`src/hw/rtl/ptc_pkg.sv`:
```
// ----------------------------------------------------------------------------
// ptc_pkg
// shared constants and types of the packet threat classifier
// ----------------------------------------------------------------------------
package ptc_pkg;

  localparam int SET_DEPTH     = 64;
  localparam int POSITION_BITS = 16;
  localparam int SET_ABITS     = (SET_DEPTH > 1) ? $clog2(SET_DEPTH) : 1;
  localparam int SET_CBITS     = $clog2(SET_DEPTH + 1);

  localparam logic [15:0] ETH_IPV4  = 16'h0800;
  localparam logic [15:0] ETH_ARP   = 16'h0806;
  localparam logic [15:0] ARP_REPLY = 16'd2;
  localparam logic [7:0]  PROTO_TCP = 8'd6;
  localparam logic [5:0]  FLAG_SYN  = 6'h02;

  localparam logic [15:0] WATCHED_PORT_RST = 16'd80;
  localparam logic [63:0] PATTERN_HI_RST   = 64'd8608480253929549671;
  localparam logic [63:0] PATTERN_LO_RST   = 64'd7810700133345949035;

  typedef enum logic [1:0] {
    REG_WATCHED_PORT = 2'd0,
    REG_PATTERN_HI   = 2'd1,
    REG_PATTERN_LO   = 2'd2
  } cfg_reg_t;

  typedef enum logic [1:0] {
    ST_IDLE,
    ST_SCAN
  } ptc_state_t;

endpackage

```
`src/hw/rtl/ptc_if.sv`:
```
// ----------------------------------------------------------------------------
// ptc_in_if / ptc_out_if
// valid/ready channels carrying frame bytes and per-frame results
// ----------------------------------------------------------------------------
interface ptc_in_if;
  logic       valid;
  logic       ready;
  logic [7:0] frame_byte;
  logic       frame_end;
  modport source (output valid, frame_byte, frame_end, input ready);
  modport sink   (input valid, frame_byte, frame_end, output ready);
endinterface

interface ptc_out_if;
  logic        valid;
  logic        ready;
  logic        arp_reply_seen;
  logic        syn_only_seen;
  logic        address_added;
  logic        set_full;
  logic        pattern_hit;
  logic [31:0] sender_address;
  modport source (output valid, arp_reply_seen, syn_only_seen, address_added,
                  set_full, pattern_hit, sender_address, input ready);
  modport sink   (input valid, arp_reply_seen, syn_only_seen, address_added,
                  set_full, pattern_hit, sender_address, output ready);
endinterface

```
`src/hw/rtl/packet_threat_classifier.sv`:
```
// ----------------------------------------------------------------------------
// packet_threat_classifier
// parses ethernet frames a byte per beat and classifies each frame at its end
// ----------------------------------------------------------------------------
// throughput: one byte per cycle in a frame, stalled by scans or held results
// result: registered, valid in the cycle after the last byte; a syn-only frame
//   first scans the stored addresses (max 64) until a match or the last entry;
//   the address memory is scanned one entry per cycle, input stalls meanwhile
// reset: synchronous, rst_n low clears frame state and address set, loads config defaults
module packet_threat_classifier
  import ptc_pkg::*;
(
  input  logic             clk,
  input  logic             rst_n,
  ptc_in_if.sink           in_bus,
  ptc_out_if.source        out_bus,
  input  logic             cfg_we,
  input  logic [1:0]       cfg_index,
  input  logic [63:0]      cfg_data
);

  localparam logic [SET_CBITS-1:0] SET_FULL_CNT = SET_CBITS'(SET_DEPTH);
  localparam logic [POSITION_BITS-1:0] POS_MAX = '1;

  logic [15:0]  watched_port_r;
  logic [127:0] pattern_r;

  logic [POSITION_BITS-1:0] pos_r, pos_nxt;
  logic [15:0]  ftype_r, ftype_nxt;
  logic [3:0]   ihl_r, ihl_nxt;
  logic [7:0]   proto_r, proto_nxt;
  logic [31:0]  src_r, src_nxt;
  logic [3:0]   doff_r, doff_nxt;
  logic [5:0]   flags_r, flags_nxt;
  logic [15:0]  dport_r, dport_nxt;
  logic [15:0]  opcode_r, opcode_nxt;
  logic [127:0] win_r, win_nxt;
  logic [4:0]   wcnt_r, wcnt_nxt;
  logic         term_r, term_nxt;
  logic         match_r, match_nxt;

  logic [6:0]   tcp_base;
  logic [POSITION_BITS-1:0] rel;
  logic [6:0]   pay_start;
  logic [7:0]   b;
  logic         in_fire, end_fire, syn_now;

  ptc_state_t   state_r, state_nxt;
  logic [31:0]  mem [SET_DEPTH];
  logic [31:0]  mem_q_r;
  logic         chk_r;
  logic [SET_CBITS-1:0] scan_r;
  logic [SET_CBITS-1:0] cnt_r;
  logic [31:0]  key_r;

  logic         out_valid_r;
  logic         o_arp_r, o_syn_r, o_add_r, o_full_r, o_hit_r;
  logic [31:0]  o_src_r;

  logic         found, scan_done;

  assign b        = in_bus.frame_byte;
  assign in_bus.ready = (state_r == ST_IDLE) && (!out_valid_r || out_bus.ready);
  assign in_fire  = in_bus.valid && in_bus.ready;
  assign end_fire = in_fire && in_bus.frame_end;

  always_comb begin
    pos_nxt    = pos_r;
    ftype_nxt  = ftype_r;
    ihl_nxt    = ihl_r;
    proto_nxt  = proto_r;
    src_nxt    = src_r;
    doff_nxt   = doff_r;
    flags_nxt  = flags_r;
    dport_nxt  = dport_r;
    opcode_nxt = opcode_r;
    win_nxt    = win_r;
    wcnt_nxt   = wcnt_r;
    term_nxt   = term_r;
    match_nxt  = match_r;
    rel        = '0;
    pay_start  = 7'd13;
    if (pos_r == POSITION_BITS'(12)) ftype_nxt[15:8] = b;
    if (pos_r == POSITION_BITS'(13)) ftype_nxt[7:0] = b;
    if (pos_r == POSITION_BITS'(14)) ihl_nxt = b[3:0];
    if (pos_r == POSITION_BITS'(20)) opcode_nxt[15:8] = b;
    if (pos_r == POSITION_BITS'(21)) opcode_nxt[7:0] = b;
    if (pos_r == POSITION_BITS'(23)) proto_nxt = b;
    if (pos_r >= POSITION_BITS'(26) && pos_r <= POSITION_BITS'(29)) begin
      src_nxt = {src_r[23:0], b};
    end
    tcp_base = 7'd14 + {1'b0, ihl_nxt, 2'b00};
    if (pos_r >= POSITION_BITS'(14) && pos_r >= POSITION_BITS'(tcp_base)) begin
      rel = pos_r - POSITION_BITS'(tcp_base);
      if (rel == POSITION_BITS'(2)) dport_nxt[15:8] = b;
      if (rel == POSITION_BITS'(3)) dport_nxt[7:0] = b;
      if (rel == POSITION_BITS'(12)) doff_nxt = b[7:4];
      if (rel == POSITION_BITS'(13)) flags_nxt = b[5:0];
      if ({1'b0, doff_r, 2'b00} > 7'd13) pay_start = {1'b0, doff_r, 2'b00};
      if (rel >= POSITION_BITS'(13) && rel >= POSITION_BITS'(pay_start) && !term_r) begin
        if (b == 8'd0) begin
          term_nxt = 1'b1;
        end else begin
          win_nxt = {win_r[119:0], b};
          if (wcnt_r != 5'd16) wcnt_nxt = wcnt_r + 5'd1;
          if (wcnt_nxt == 5'd16 && win_nxt == pattern_r) match_nxt = 1'b1;
        end
      end
    end
    if (pos_r != POS_MAX) pos_nxt = pos_r + 1'b1;
  end

  assign syn_now = (ftype_nxt == ETH_IPV4) && (proto_nxt == PROTO_TCP) &&
                   (flags_nxt == FLAG_SYN);

  always_ff @(posedge clk) begin
    if (!rst_n) begin
      watched_port_r <= WATCHED_PORT_RST;
      pattern_r      <= {PATTERN_HI_RST, PATTERN_LO_RST};
    end else if (cfg_we) begin
      unique case (cfg_index)
        REG_WATCHED_PORT: watched_port_r   <= cfg_data[15:0];
        REG_PATTERN_HI:   pattern_r[127:64] <= cfg_data;
        REG_PATTERN_LO:   pattern_r[63:0]   <= cfg_data;
        default: ;
      endcase
    end
  end

  // per-frame parse state
  always_ff @(posedge clk) begin
    if (!rst_n || end_fire) begin
      pos_r    <= '0;
      ftype_r  <= '0;
      ihl_r    <= '0;
      proto_r  <= '0;
      src_r    <= '0;
      doff_r   <= '0;
      flags_r  <= '0;
      dport_r  <= '0;
      opcode_r <= '0;
      win_r    <= '0;
      wcnt_r   <= '0;
      term_r   <= 1'b0;
      match_r  <= 1'b0;
    end else if (in_fire) begin
      pos_r    <= pos_nxt;
      ftype_r  <= ftype_nxt;
      ihl_r    <= ihl_nxt;
      proto_r  <= proto_nxt;
      src_r    <= src_nxt;
      doff_r   <= doff_nxt;
      flags_r  <= flags_nxt;
      dport_r  <= dport_nxt;
      opcode_r <= opcode_nxt;
      win_r    <= win_nxt;
      wcnt_r   <= wcnt_nxt;
      term_r   <= term_nxt;
      match_r  <= match_nxt;
    end
  end

  // address set scan
  assign found     = (state_r == ST_SCAN) && chk_r && (mem_q_r == key_r);
  assign scan_done = (state_r == ST_SCAN) && !chk_r && (scan_r >= cnt_r);

  always_comb begin
    state_nxt = state_r;
    unique case (state_r)
      ST_IDLE: if (end_fire && syn_now) state_nxt = ST_SCAN;
      ST_SCAN: if (found || scan_done) state_nxt = ST_IDLE;
      default: state_nxt = ST_IDLE;
    endcase
  end

  always_ff @(posedge clk) begin
    if (!rst_n) state_r <= ST_IDLE;
    else        state_r <= state_nxt;
  end

  always_ff @(posedge clk) begin
    mem_q_r <= mem[scan_r[SET_ABITS-1:0]];
    if (scan_done && cnt_r != SET_FULL_CNT) mem[cnt_r[SET_ABITS-1:0]] <= key_r;
  end

  always_ff @(posedge clk) begin
    if (!rst_n) begin
      chk_r  <= 1'b0;
      scan_r <= '0;
      cnt_r  <= '0;
    end else begin
      if (end_fire) begin
        scan_r <= '0;
        chk_r  <= 1'b0;
      end else if (state_r == ST_SCAN) begin
        chk_r <= (scan_r < cnt_r) && !found;
        if (scan_r < cnt_r) scan_r <= scan_r + 1'b1;
      end
      if (scan_done && cnt_r != SET_FULL_CNT) cnt_r <= cnt_r + 1'b1;
    end
  end

  always_ff @(posedge clk) begin
    if (end_fire) key_r <= src_nxt;
  end

  // result register
  always_ff @(posedge clk) begin
    if (!rst_n) begin
      out_valid_r <= 1'b0;
    end else if ((end_fire && !syn_now) || found || scan_done) begin
      out_valid_r <= 1'b1;
    end else if (out_bus.ready) begin
      out_valid_r <= 1'b0;
    end
  end

  always_ff @(posedge clk) begin
    if (end_fire) begin
      o_arp_r  <= (ftype_nxt == ETH_ARP) && (opcode_nxt == ARP_REPLY);
      o_syn_r  <= syn_now;
      o_hit_r  <= (ftype_nxt == ETH_IPV4) && (dport_nxt == watched_port_r) && match_nxt;
      o_src_r  <= src_nxt;
      o_add_r  <= 1'b0;
      o_full_r <= 1'b0;
    end else if (scan_done) begin
      o_add_r  <= (cnt_r != SET_FULL_CNT);
      o_full_r <= (cnt_r == SET_FULL_CNT);
    end
  end

  assign out_bus.valid          = out_valid_r;
  assign out_bus.arp_reply_seen = o_arp_r;
  assign out_bus.syn_only_seen  = o_syn_r;
  assign out_bus.address_added  = o_add_r;
  assign out_bus.set_full       = o_full_r;
  assign out_bus.pattern_hit    = o_hit_r;
  assign out_bus.sender_address = o_src_r;

endmodule

```
`src/flat_wrapper.sv`:
```
// flat-port wrapper written by rule: the top's interface ports become plain ports
module packet_threat_classifier_flat import ptc_pkg::*;
  (clk, rst_n, cfg_we, cfg_index, cfg_data, in_bus_valid, in_bus_frame_byte, in_bus_frame_end, in_bus_ready, out_bus_valid, out_bus_arp_reply_seen, out_bus_syn_only_seen, out_bus_address_added, out_bus_set_full, out_bus_pattern_hit, out_bus_sender_address, out_bus_ready);
  ptc_in_if in_bus_i ();
  ptc_out_if out_bus_i ();
  input  logic clk;
  input  logic rst_n;
  input  logic cfg_we;
  input  logic [1:0] cfg_index;
  input  logic [63:0] cfg_data;
  input wire logic [$bits(in_bus_i.valid)-1:0] in_bus_valid;
  input wire logic [$bits(in_bus_i.frame_byte)-1:0] in_bus_frame_byte;
  input wire logic [$bits(in_bus_i.frame_end)-1:0] in_bus_frame_end;
  output wire logic [$bits(in_bus_i.ready)-1:0] in_bus_ready;
  output wire logic [$bits(out_bus_i.valid)-1:0] out_bus_valid;
  output wire logic [$bits(out_bus_i.arp_reply_seen)-1:0] out_bus_arp_reply_seen;
  output wire logic [$bits(out_bus_i.syn_only_seen)-1:0] out_bus_syn_only_seen;
  output wire logic [$bits(out_bus_i.address_added)-1:0] out_bus_address_added;
  output wire logic [$bits(out_bus_i.set_full)-1:0] out_bus_set_full;
  output wire logic [$bits(out_bus_i.pattern_hit)-1:0] out_bus_pattern_hit;
  output wire logic [$bits(out_bus_i.sender_address)-1:0] out_bus_sender_address;
  input wire logic [$bits(out_bus_i.ready)-1:0] out_bus_ready;
  assign in_bus_i.valid = in_bus_valid;
  assign in_bus_i.frame_byte = in_bus_frame_byte;
  assign in_bus_i.frame_end = in_bus_frame_end;
  assign in_bus_ready = in_bus_i.ready;
  assign out_bus_valid = out_bus_i.valid;
  assign out_bus_arp_reply_seen = out_bus_i.arp_reply_seen;
  assign out_bus_syn_only_seen = out_bus_i.syn_only_seen;
  assign out_bus_address_added = out_bus_i.address_added;
  assign out_bus_set_full = out_bus_i.set_full;
  assign out_bus_pattern_hit = out_bus_i.pattern_hit;
  assign out_bus_sender_address = out_bus_i.sender_address;
  assign out_bus_i.ready = out_bus_ready;
  packet_threat_classifier u_core (.clk(clk), .rst_n(rst_n), .in_bus(in_bus_i), .out_bus(out_bus_i), .cfg_we(cfg_we), .cfg_index(cfg_index), .cfg_data(cfg_data));
endmodule
```
`config.mk`:
```
export PLATFORM = sky130hd
export DESIGN_NAME = packet_threat_classifier_flat
export DESIGN_NICKNAME = d
export VERILOG_FILES = /design/src/hw/rtl/ptc_pkg.sv /design/src/hw/rtl/ptc_if.sv /design/src/hw/rtl/packet_threat_classifier.sv /design/src/flat_wrapper.sv
export SDC_FILE = /design/constraint.sdc
export NUM_CORES = 2
export LEC_CHECK = 0
export BUFFER_PORTS_ARGS = -buffer_cell sky130_fd_sc_hd__buf_4
export CAP_MARGIN = 20
export CORE_MARGIN = 10
export CORE_UTILIZATION = 60
export CTS_BUF_LIST = sky130_fd_sc_hd__clkbuf_8
export CTS_CLUSTER_SIZE = 12
export DETAILED_ROUTE_END_ITERATION = 10
export MAX_ROUTING_LAYER = met4
export PLACE_DENSITY_LB_ADDON = 0.08
export SETUP_SLACK_MARGIN = 0.1
export SYNTH_ARGS = -nofsm -noshare
export SYNTH_HDL_FRONTEND = slang
export SYNTH_SLANG_ARGS = --single-unit
export TNS_END_PERCENT = 30
```
`constraint.sdc`:
```
create_clock -name clk -period 5.75 [get_ports clk]
set_input_delay 1.15 -clock clk [delete_from_list [all_inputs] [get_ports clk]]
set_output_delay 1.15 -clock clk [all_outputs]
set_load 0.005 [all_outputs]
```
### Word-level counts from Yosys, hierarchy flattened

Memory sizes are Yosys's and may differ from the RTL's. A register that Yosys moved wholly into a read port is not among the register bits.
Index checks and enable logic that the tools add are counted.

| cells by class | value |
|---|---|
| $add $sub $neg | 6 |
| magnitude comparators | 9 |
| equality and inequality tests | 28 |
| mux-type cells | 29 |
| bitwise gates (word level) | 2 |
| reduce and logical (&&, ||, !) cells | 46 |

Operators by type and width:

| cell | number |
|---|---|
| equality test 128 bit | 1 |
| equality test 16 x 4 -> 1 bit (second input constant) | 5 |
| 2-to-1 mux 8 bit | 7 |
| equality test 16 x 2 -> 1 bit (second input constant) | 3 |
| equality test 16 x 5 -> 1 bit (second input constant) | 3 |
| equality test 16 x 12 -> 1 bit (second input constant) | 2 |
| equality test 32 bit | 1 |
| >= comparator 16 x 4 -> 1 bit (second input constant) | 2 |
| >= comparator 16 x 7 -> 1 bit | 2 |
| 2-to-1 mux 32 bit | 1 |
| logical AND 1 bit | 21 |
| 2-to-1 mux 5 bit | 4 |
| 2-to-1 mux 6 bit | 3 |
| adder 16 x 1 -> 16 bit (second input constant) | 1 |
| equality test 16 bit | 1 |
| >= comparator 16 x 5 -> 1 bit (second input constant) | 1 |
| <= comparator 16 x 5 -> 1 bit (second input constant) | 1 |
| 2-to-1 mux 16 bit | 1 |
| != test 16 bit (second input constant) | 1 |
| subtractor 16 x 7 -> 16 bit | 1 |
| adder 7 x 1 -> 7 bit (second input constant) | 2 |
| AND reduction 2 bit | 6 |
| equality test 8 x 3 -> 1 bit (second input constant) | 1 |
| zero test 8 bit | 1 |
| other kinds (26) | 48 |

| storage, ports and cells | value |
|---|---|
| flip-flop bits (word level) | 444 |
| RAM bits | 2048 |
| output and inout port bits | 39 |
| memories | 1 |

Memory list:

| name | depth | width | rd ports | clocked after memory_dff | wr ports | line | RTL |
|---|---|---|---|---|---|---|---|
| u_core.mem | 64 | 32 | 1 | 1 | 1 | packet_threat_classifier.sv:49 | `logic [31:0] mem [SET_DEPTH];` |

### Logic depth before layout (Yosys ltp)

| depth | value |
|---|---|
| depth after elaboration | 18 |
| gate-level depth with buffers | 22 |
| mapped depth without buffers | 18 |

### Worst setup path after synthesis

Ideal clock, no wire load.

| timing | value |
|---|---|
| path kind | flip-flop to flip-flop |
| start point | register u_core.scan_r[0] |
| end point | memory u_core.mem[17][0] (enable) |
| library setup time | 0.421 ns |
| data arrival time | 4.843 ns |
| required time | 5.329 ns |
| slack | 0.486 ns |
| stages on the path, launching flop included | 15 |
| buffers on the path | 4 |
| path through | dfxtp_1 -> buf_2 -> buf_1 -> buf_1 -> inv_1 -> ha_1 -> nor2b_1 -> o21a_1 -> o21a_1 -> o21ai_0 -> a211oi_1 -> o21a_1 -> clkbuf_1 -> nand4_1 -> nor2_1 |

| on the way | value |
|---|---|
| cells in the longest elaborated chain, start to end | 5 |

Ends and longest elaborated chain:

| item | line | RTL |
|---|---|---|
| from (decl) | packet_threat_classifier.sv:52 | `logic [SET_CBITS-1:0] scan_r;` |
| from (signal assigned) | packet_threat_classifier.sv:197 | `if (scan_r < cnt_r) scan_r <= scan_r + 1'b1;` |
| >= comparator 7 bit | packet_threat_classifier.sv:165 | `assign scan_done = (state_r == ST_SCAN) && !chk_r && (scan_r >= cnt_r);` |
| logical AND 1 bit | packet_threat_classifier.sv:165 |  |
| logical AND 1 bit | packet_threat_classifier.sv:183 | `if (scan_done && cnt_r != SET_FULL_CNT) mem[cnt_r[SET_ABITS-1:0]] <= key_r;` |
| 2-to-1 mux 1 bit | packet_threat_classifier.sv:183 |  |
| 2-to-1 mux 1 bit (implied by the code) | packet_threat_classifier.sv:183 |  |
| to (decl) | packet_threat_classifier.sv:49 |  |

Every way passes these cells.

### Worst setup path after layout

| timing | value |
|---|---|
| start point | register u_core.pos_r[11] |
| end point | register u_core.o_hit_r (netlist: u_core.out_bus.pattern_hit), data pin |

| on the way | value |
|---|---|
| cells in the longest elaborated chain, start to end | 10 |
| elaborated cells on any way between the ends | 26 |

Ends and longest elaborated chain:

| item | line | RTL |
|---|---|---|
| from (decl) | packet_threat_classifier.sv:28 | `logic [POSITION_BITS-1:0] pos_r, pos_nxt;` |
| from (signal assigned) | packet_threat_classifier.sv:147 | `pos_r <= pos_nxt;` |
| equality test 16 x 4 -> 1 bit * | packet_threat_classifier.sv:85 | `if (pos_r == POSITION_BITS'(14)) ihl_nxt = b[3:0];` |
| 2-to-1 mux 4 bit * | packet_threat_classifier.sv:85 |  |
| net u_core.ihl_nxt[0] | packet_threat_classifier.sv:30 | `logic [3:0] ihl_r, ihl_nxt;` |
| adder 4 x 6 -> 7 bit * | packet_threat_classifier.sv:92 | `tcp_base = 7'd14 + {1'b0, ihl_nxt, 2'b00};` |
| subtractor 16 x 7 -> 16 bit | packet_threat_classifier.sv:94 | `rel = pos_r - POSITION_BITS'(tcp_base);` |
| >= comparator 16 x 4 -> 1 bit, or another cell as far along | packet_threat_classifier.sv:100 | `if (rel >= POSITION_BITS'(13) && rel >= POSITION_BITS'(pay_start) && !term_r) begin` |
| logical AND 1 bit, or another cell as far along | packet_threat_classifier.sv:100 |  |
| logical AND 1 bit or 2-to-1 mux 16 bit (tied branches) | packet_threat_classifier.sv:100, packet_threat_classifier.sv:93 |  |
| 2-to-1 mux 1 bit or equality test 16 bit (tied branches) | packet_threat_classifier.sv:100, packet_threat_classifier.sv:222 |  |
| 2-to-1 mux 1 bit or logical AND 1 bit (tied branches) | packet_threat_classifier.sv:93, packet_threat_classifier.sv:222 |  |
| logical AND 1 bit * | packet_threat_classifier.sv:222 | `o_hit_r <= (ftype_nxt == ETH_IPV4) && (dport_nxt == watched_port_r) && match_nxt;` |
| to (signal assigned) | packet_threat_classifier.sv:222 |  |
| to (decl) | packet_threat_classifier.sv:57 | `logic o_arp_r, o_syn_r, o_add_r, o_full_r, o_hit_r;` |

The timed path passes the listed nets; every way through them passes the cells marked *.
A chain may end at the register's enable or synchronous reset.

==> metrics.md <==
| Metric | Value |
|---|---|
| Share of the synthesized area in the top cell type | between 60% and 70% |
| Setup Buffers After CTS | 0 |
| Max VDD drop | between 0.2 and 0.3 mV |
| Drt pass-1 iters | 6 |
| First-pass GRT wire length | 361.3 mm |
| HPWL after detailed placement | about 150 mm |
| R2R depth | 14 |
| Outcome | complete, no violations |
| Pleak | 35.49 nW |
| Vias in the first global route | 51490 |
| H-tree depth | 5 |
| EDFF count, synth | between 2000 and 2500 |
| Hold_sp | cfg_data[53] |
| Fin crit share | about nine tenths |
| Post-route ant nets | 0 |
| Post-cts resize count | 0 |
| Final WL | roughly 250 mm |
| Clk root buf | clkbuf_8 |
| Area Overhead vs Synth | 12.29% |
| Wire per inst | 30.46 um |
| Inst Count DP | 7450 |
| Worst-Margin Slew | ~1.2 ns |
| CP startpoint kind | flop |
| Worst Path Required | around 6.6 ns |
| Reg2reg start | u_core.pos_r[11] |
| Yosys top cell by area | edfxtp_1 |
| Core Footprint | between 150000 and 200000 um^2 |
| Post-Synthesis Cells | around 5300 |
| Crit Path Category | flop to flop |
| Fin nets | just under 6000 |
| Starting Density | about three fifths |
| Post-synthesis net count | 5384 |
| Worst EP arrival | around 6.2 ns |
| GP Congestion | between 0.8 and 0.9 |
| Clock Tree Buf Depth | 4 |
| DRC | 0 |
| Max-Cap Viols | 0 |
| DRT iter0 DRCs | approximately 6500 |
| FF-to-FF End | u_core.out_bus.pattern_hit |
| FF+latch count, synth | ~2500 |
| Ranking of synthesized cells by area | edfxtp_1 (64%), mux4_2 (15%), dfxtp_1 (9.0%) |
| DR vias | around 52000 |
| Die W | around 420 um |
| Worst slew margin | 23.08% |
| Clk_lat worst skew | 1.07 ns |
| Std cell rows | around 150 |
| Prevailing post-synth register cell | edfxtp_1 |
| Synthesized area | 98100 um^2 |
| CTS Hold Bufs | 0 |
| Worst Hold Path EP | u_core.pattern_r[117] |
| Pins Over Slew Limit | 0 |
| R2R Setup Slk | roughly 0.47 ns |
| Fmax | 0.1893 GHz |
| Final worst setup slack | ~0.47 ns |
| Layout cells sized above 1 | 26.60% |
| Initial antenna violation count | 15 |
| Minimum clock period after layout | roughly 5.3 ns |
| Syn Area/Cell | around 19 um^2 |
| Number of cells on the worst hold path | 3 |
| Post-synth cell types | 72 |
| Asr flop ratio synth | 0% |
| Hold Fails Final Rpt | 0 |
| Worst-path fanout max | 8 |
| Total number of yosys warnings | 0 |
| Cts bufs inserted | between 400 and 500 |
| Min-delay worst type | input pin to flop |
| IO buf count | ~120 |
| Gr ovfl total | 0 |
| Vias per cell | 6.383 |
| Global-route usage over all layers | between 20% and 30% |
| Pin count of the biggest net entering global routing | 130 |
| Final setup fails | 0 |
| Worst setup startpoint | u_core.pos_r[11] |
| Register area share after synthesis | approximately 73% |
| RSZ-0062 raised after global routing | false |
| Clock Skew | between 0.05 and 0.06 ns |
| IO Pins | roughly 120 |
| Die Area | 180100 um^2 |
| Setup crit end kind | flop |
| Pwr dens | between 300 and 400 nW/um^2 |
| Clk slew on worst S/H paths | approximately 0.07 ns |
| Final setup TNS | 0 ns |
| Setup WS pre-CTS | 0.3386 ns |
| CTS tree | yes |
| Final std cells w/o fill | 8174 |
| # clock sinks | approximately 2500 |
| Die height | 424.4 um |
==> critical path, stage by stage, from the launching register on <==
cell and delay, ns:
dfxtp_1 0.36, nor4_2 0.51, and4_1 0.43, and3_1 0.37, mux2i_1 0.35, inv_1 0.15, fa_1 0.50, a21o_1 0.26
a2111oi_2 0.46, or4_1 0.20, nand3_1 0.26, or4_4 0.60, mux2_4 0.31, a211o_1 0.24, nor4_2 0.14
==> worst max-delay path by stage <==
stage,endpoint,slack (ns),depth (start not counted)
after CTS,u_core.win_r[106],0.34,15
final,u_core.out_bus.pattern_hit,0.47,14
after global placement,u_core.win_r[38],0.52,15
after floorplan,u_core.mem[17][0],0.49,14
after detailed placement,u_core.win_r[60],0.34,15
after global routing,u_core.win_r[39],0.12,15
==> routing by layer <==
metal  part of all wire [%]  GRT usage (%)
met5                      0              -
met4                    2.2          7.171
met2                     47          41.63
met1                     42          41.20
met3                    9.4          6.213
==> cell families (layout without fill, tap and decap cells) <==
kind of cell / after synthesis / count (layout) / share of synthesized area [%]
compound gates: 238 / 238 / 1.471
xor+xnor: 202 / 202 / 1.803
fa+ha+maj: 30 / 30 / 0.3903
buf+inv: 333 / 1052 / 1.320
flops: 2523 / 2523 / 72.74
mux: 850 / 850 / 17.28
other cells: 0 / 6 / 0
simple gates: 1098 / 1098 / 4.996
==> stage by stage <==
stage	hold slack, ns	power [mW]	area [um^2]	utilization (%)
2_1_floorplan	0.4278	20.56	98100	-
4_1_cts	0.2380	35.15	110100	67.71
3_5_place_dp	0.4442	20.91	102600	63.08
6_report	0.3215	34.93	110200	67.76
3_3_place_gp	0.4338	20.89	102600	63.08
5_1_grt	0.2931	36.03	110200	67.75
==> layout make-up <==
| type | instances | area (um^2) |
|---|---|---|
| Multi-Input combinational cell | 2418 | 25980 |
| Inverter | 43 | 161.4 |
| Tap cell | 2175 | 2721 |
| Antenna cell | 6 | 15.01 |
| Clock buffer | 447 | 6152 |
| Clock inverter | 267 | 1371 |
| Fill cell | 10750 | 52430 |
| Sequential cell | 2523 | 71380 |
| Timing Repair Buffer | 295 | 2384 |
==> synth_stat cells (3+ instances only) <==
| library cell | n |
|---|---|
| o41ai_1 | 3 |
| or3_1 | 13 |
| nor2b_1 | 5 |
| nor4_1 | 49 |
| nand3_1 | 125 |
| xor2_1 | 144 |
| and2_1 | 3 |
| o22ai_1 | 10 |
| xnor2_1 | 58 |
| edfxtp_1 | 2083 |
| o21ai_0 | 26 |
| clkinv_1 | 3 |
| mux2i_1 | 150 |
| nand4_1 | 40 |
| a31oi_1 | 10 |
| nor3b_1 | 4 |
| nand3b_1 | 5 |
| and3_1 | 19 |
| nor2_1 | 361 |
| o211ai_1 | 10 |
| nor3_1 | 55 |
| a21o_1 | 4 |
| ha_1 | 29 |
| a211oi_1 | 5 |
| inv_1 | 40 |
| or4_1 | 5 |
| clkbuf_1 | 223 |
| buf_1 | 46 |
| nand4b_1 | 4 |
| buf_2 | 15 |
| and4_1 | 7 |
| and3b_1 | 3 |
| o21a_1 | 5 |
| a21oi_1 | 130 |
| o2bb2ai_1 | 3 |
| dfxtp_1 | 440 |
| nor4b_1 | 4 |
| buf_4 | 5 |
| nand2_1 | 383 |
| mux4_2 | 672 |
| mux2_2 | 27 |
| o2111ai_1 | 8 |
| a31o_2 | 3 |
==> sequential cells by signal (all words and copies together), names as in the netlist, 8 cells and up <==
signal and count:
u_core.dport_r 16, u_core.pos_r 16, u_core.watched_port_r 16, u_core.mem_q_r 32
u_core.mem 2048, u_core.opcode_r 16, u_core.out_bus.sender_address 32, u_core.pattern_r 128
u_core.win_r 120, u_core.src_r 32, u_core.proto_r 8, u_core.ftype_r 16
==> cells in the final DEF (no fill, tap or decap), drive strengths merged, types with 6 or more instances in the layout <==
master,synthesis,final
o2111ai,8,8
edfxtp,2083,2083
nor3,56,56
ha,29,29
mux2i,150,150
o211ai,10,10
mux2,28,28
nor2,361,361
or4,6,6
clkbuf,223,447
nand3,125,125
o22ai,10,10
a31oi,10,10
and4,7,7
nor4,51,51
xor2,144,144
o21ai,26,26
and3,19,19
nand4,40,40
inv,40,187
diode,0,6
clkinv,3,108
mux4,672,672
buf,67,294
nand2,383,383
dfxtp,440,440
xnor2,58,58
bufinv,0,11
a21oi,131,131
or3,13,13
==> where the power goes <==
part           leakage (nW)  switching, mW  internal (mW)
combinational          8.68          0.507          0.175
clock                  4.41           6.82           7.58
sequential             22.4         0.0751           19.8
(Power assumes the default switching activity.)
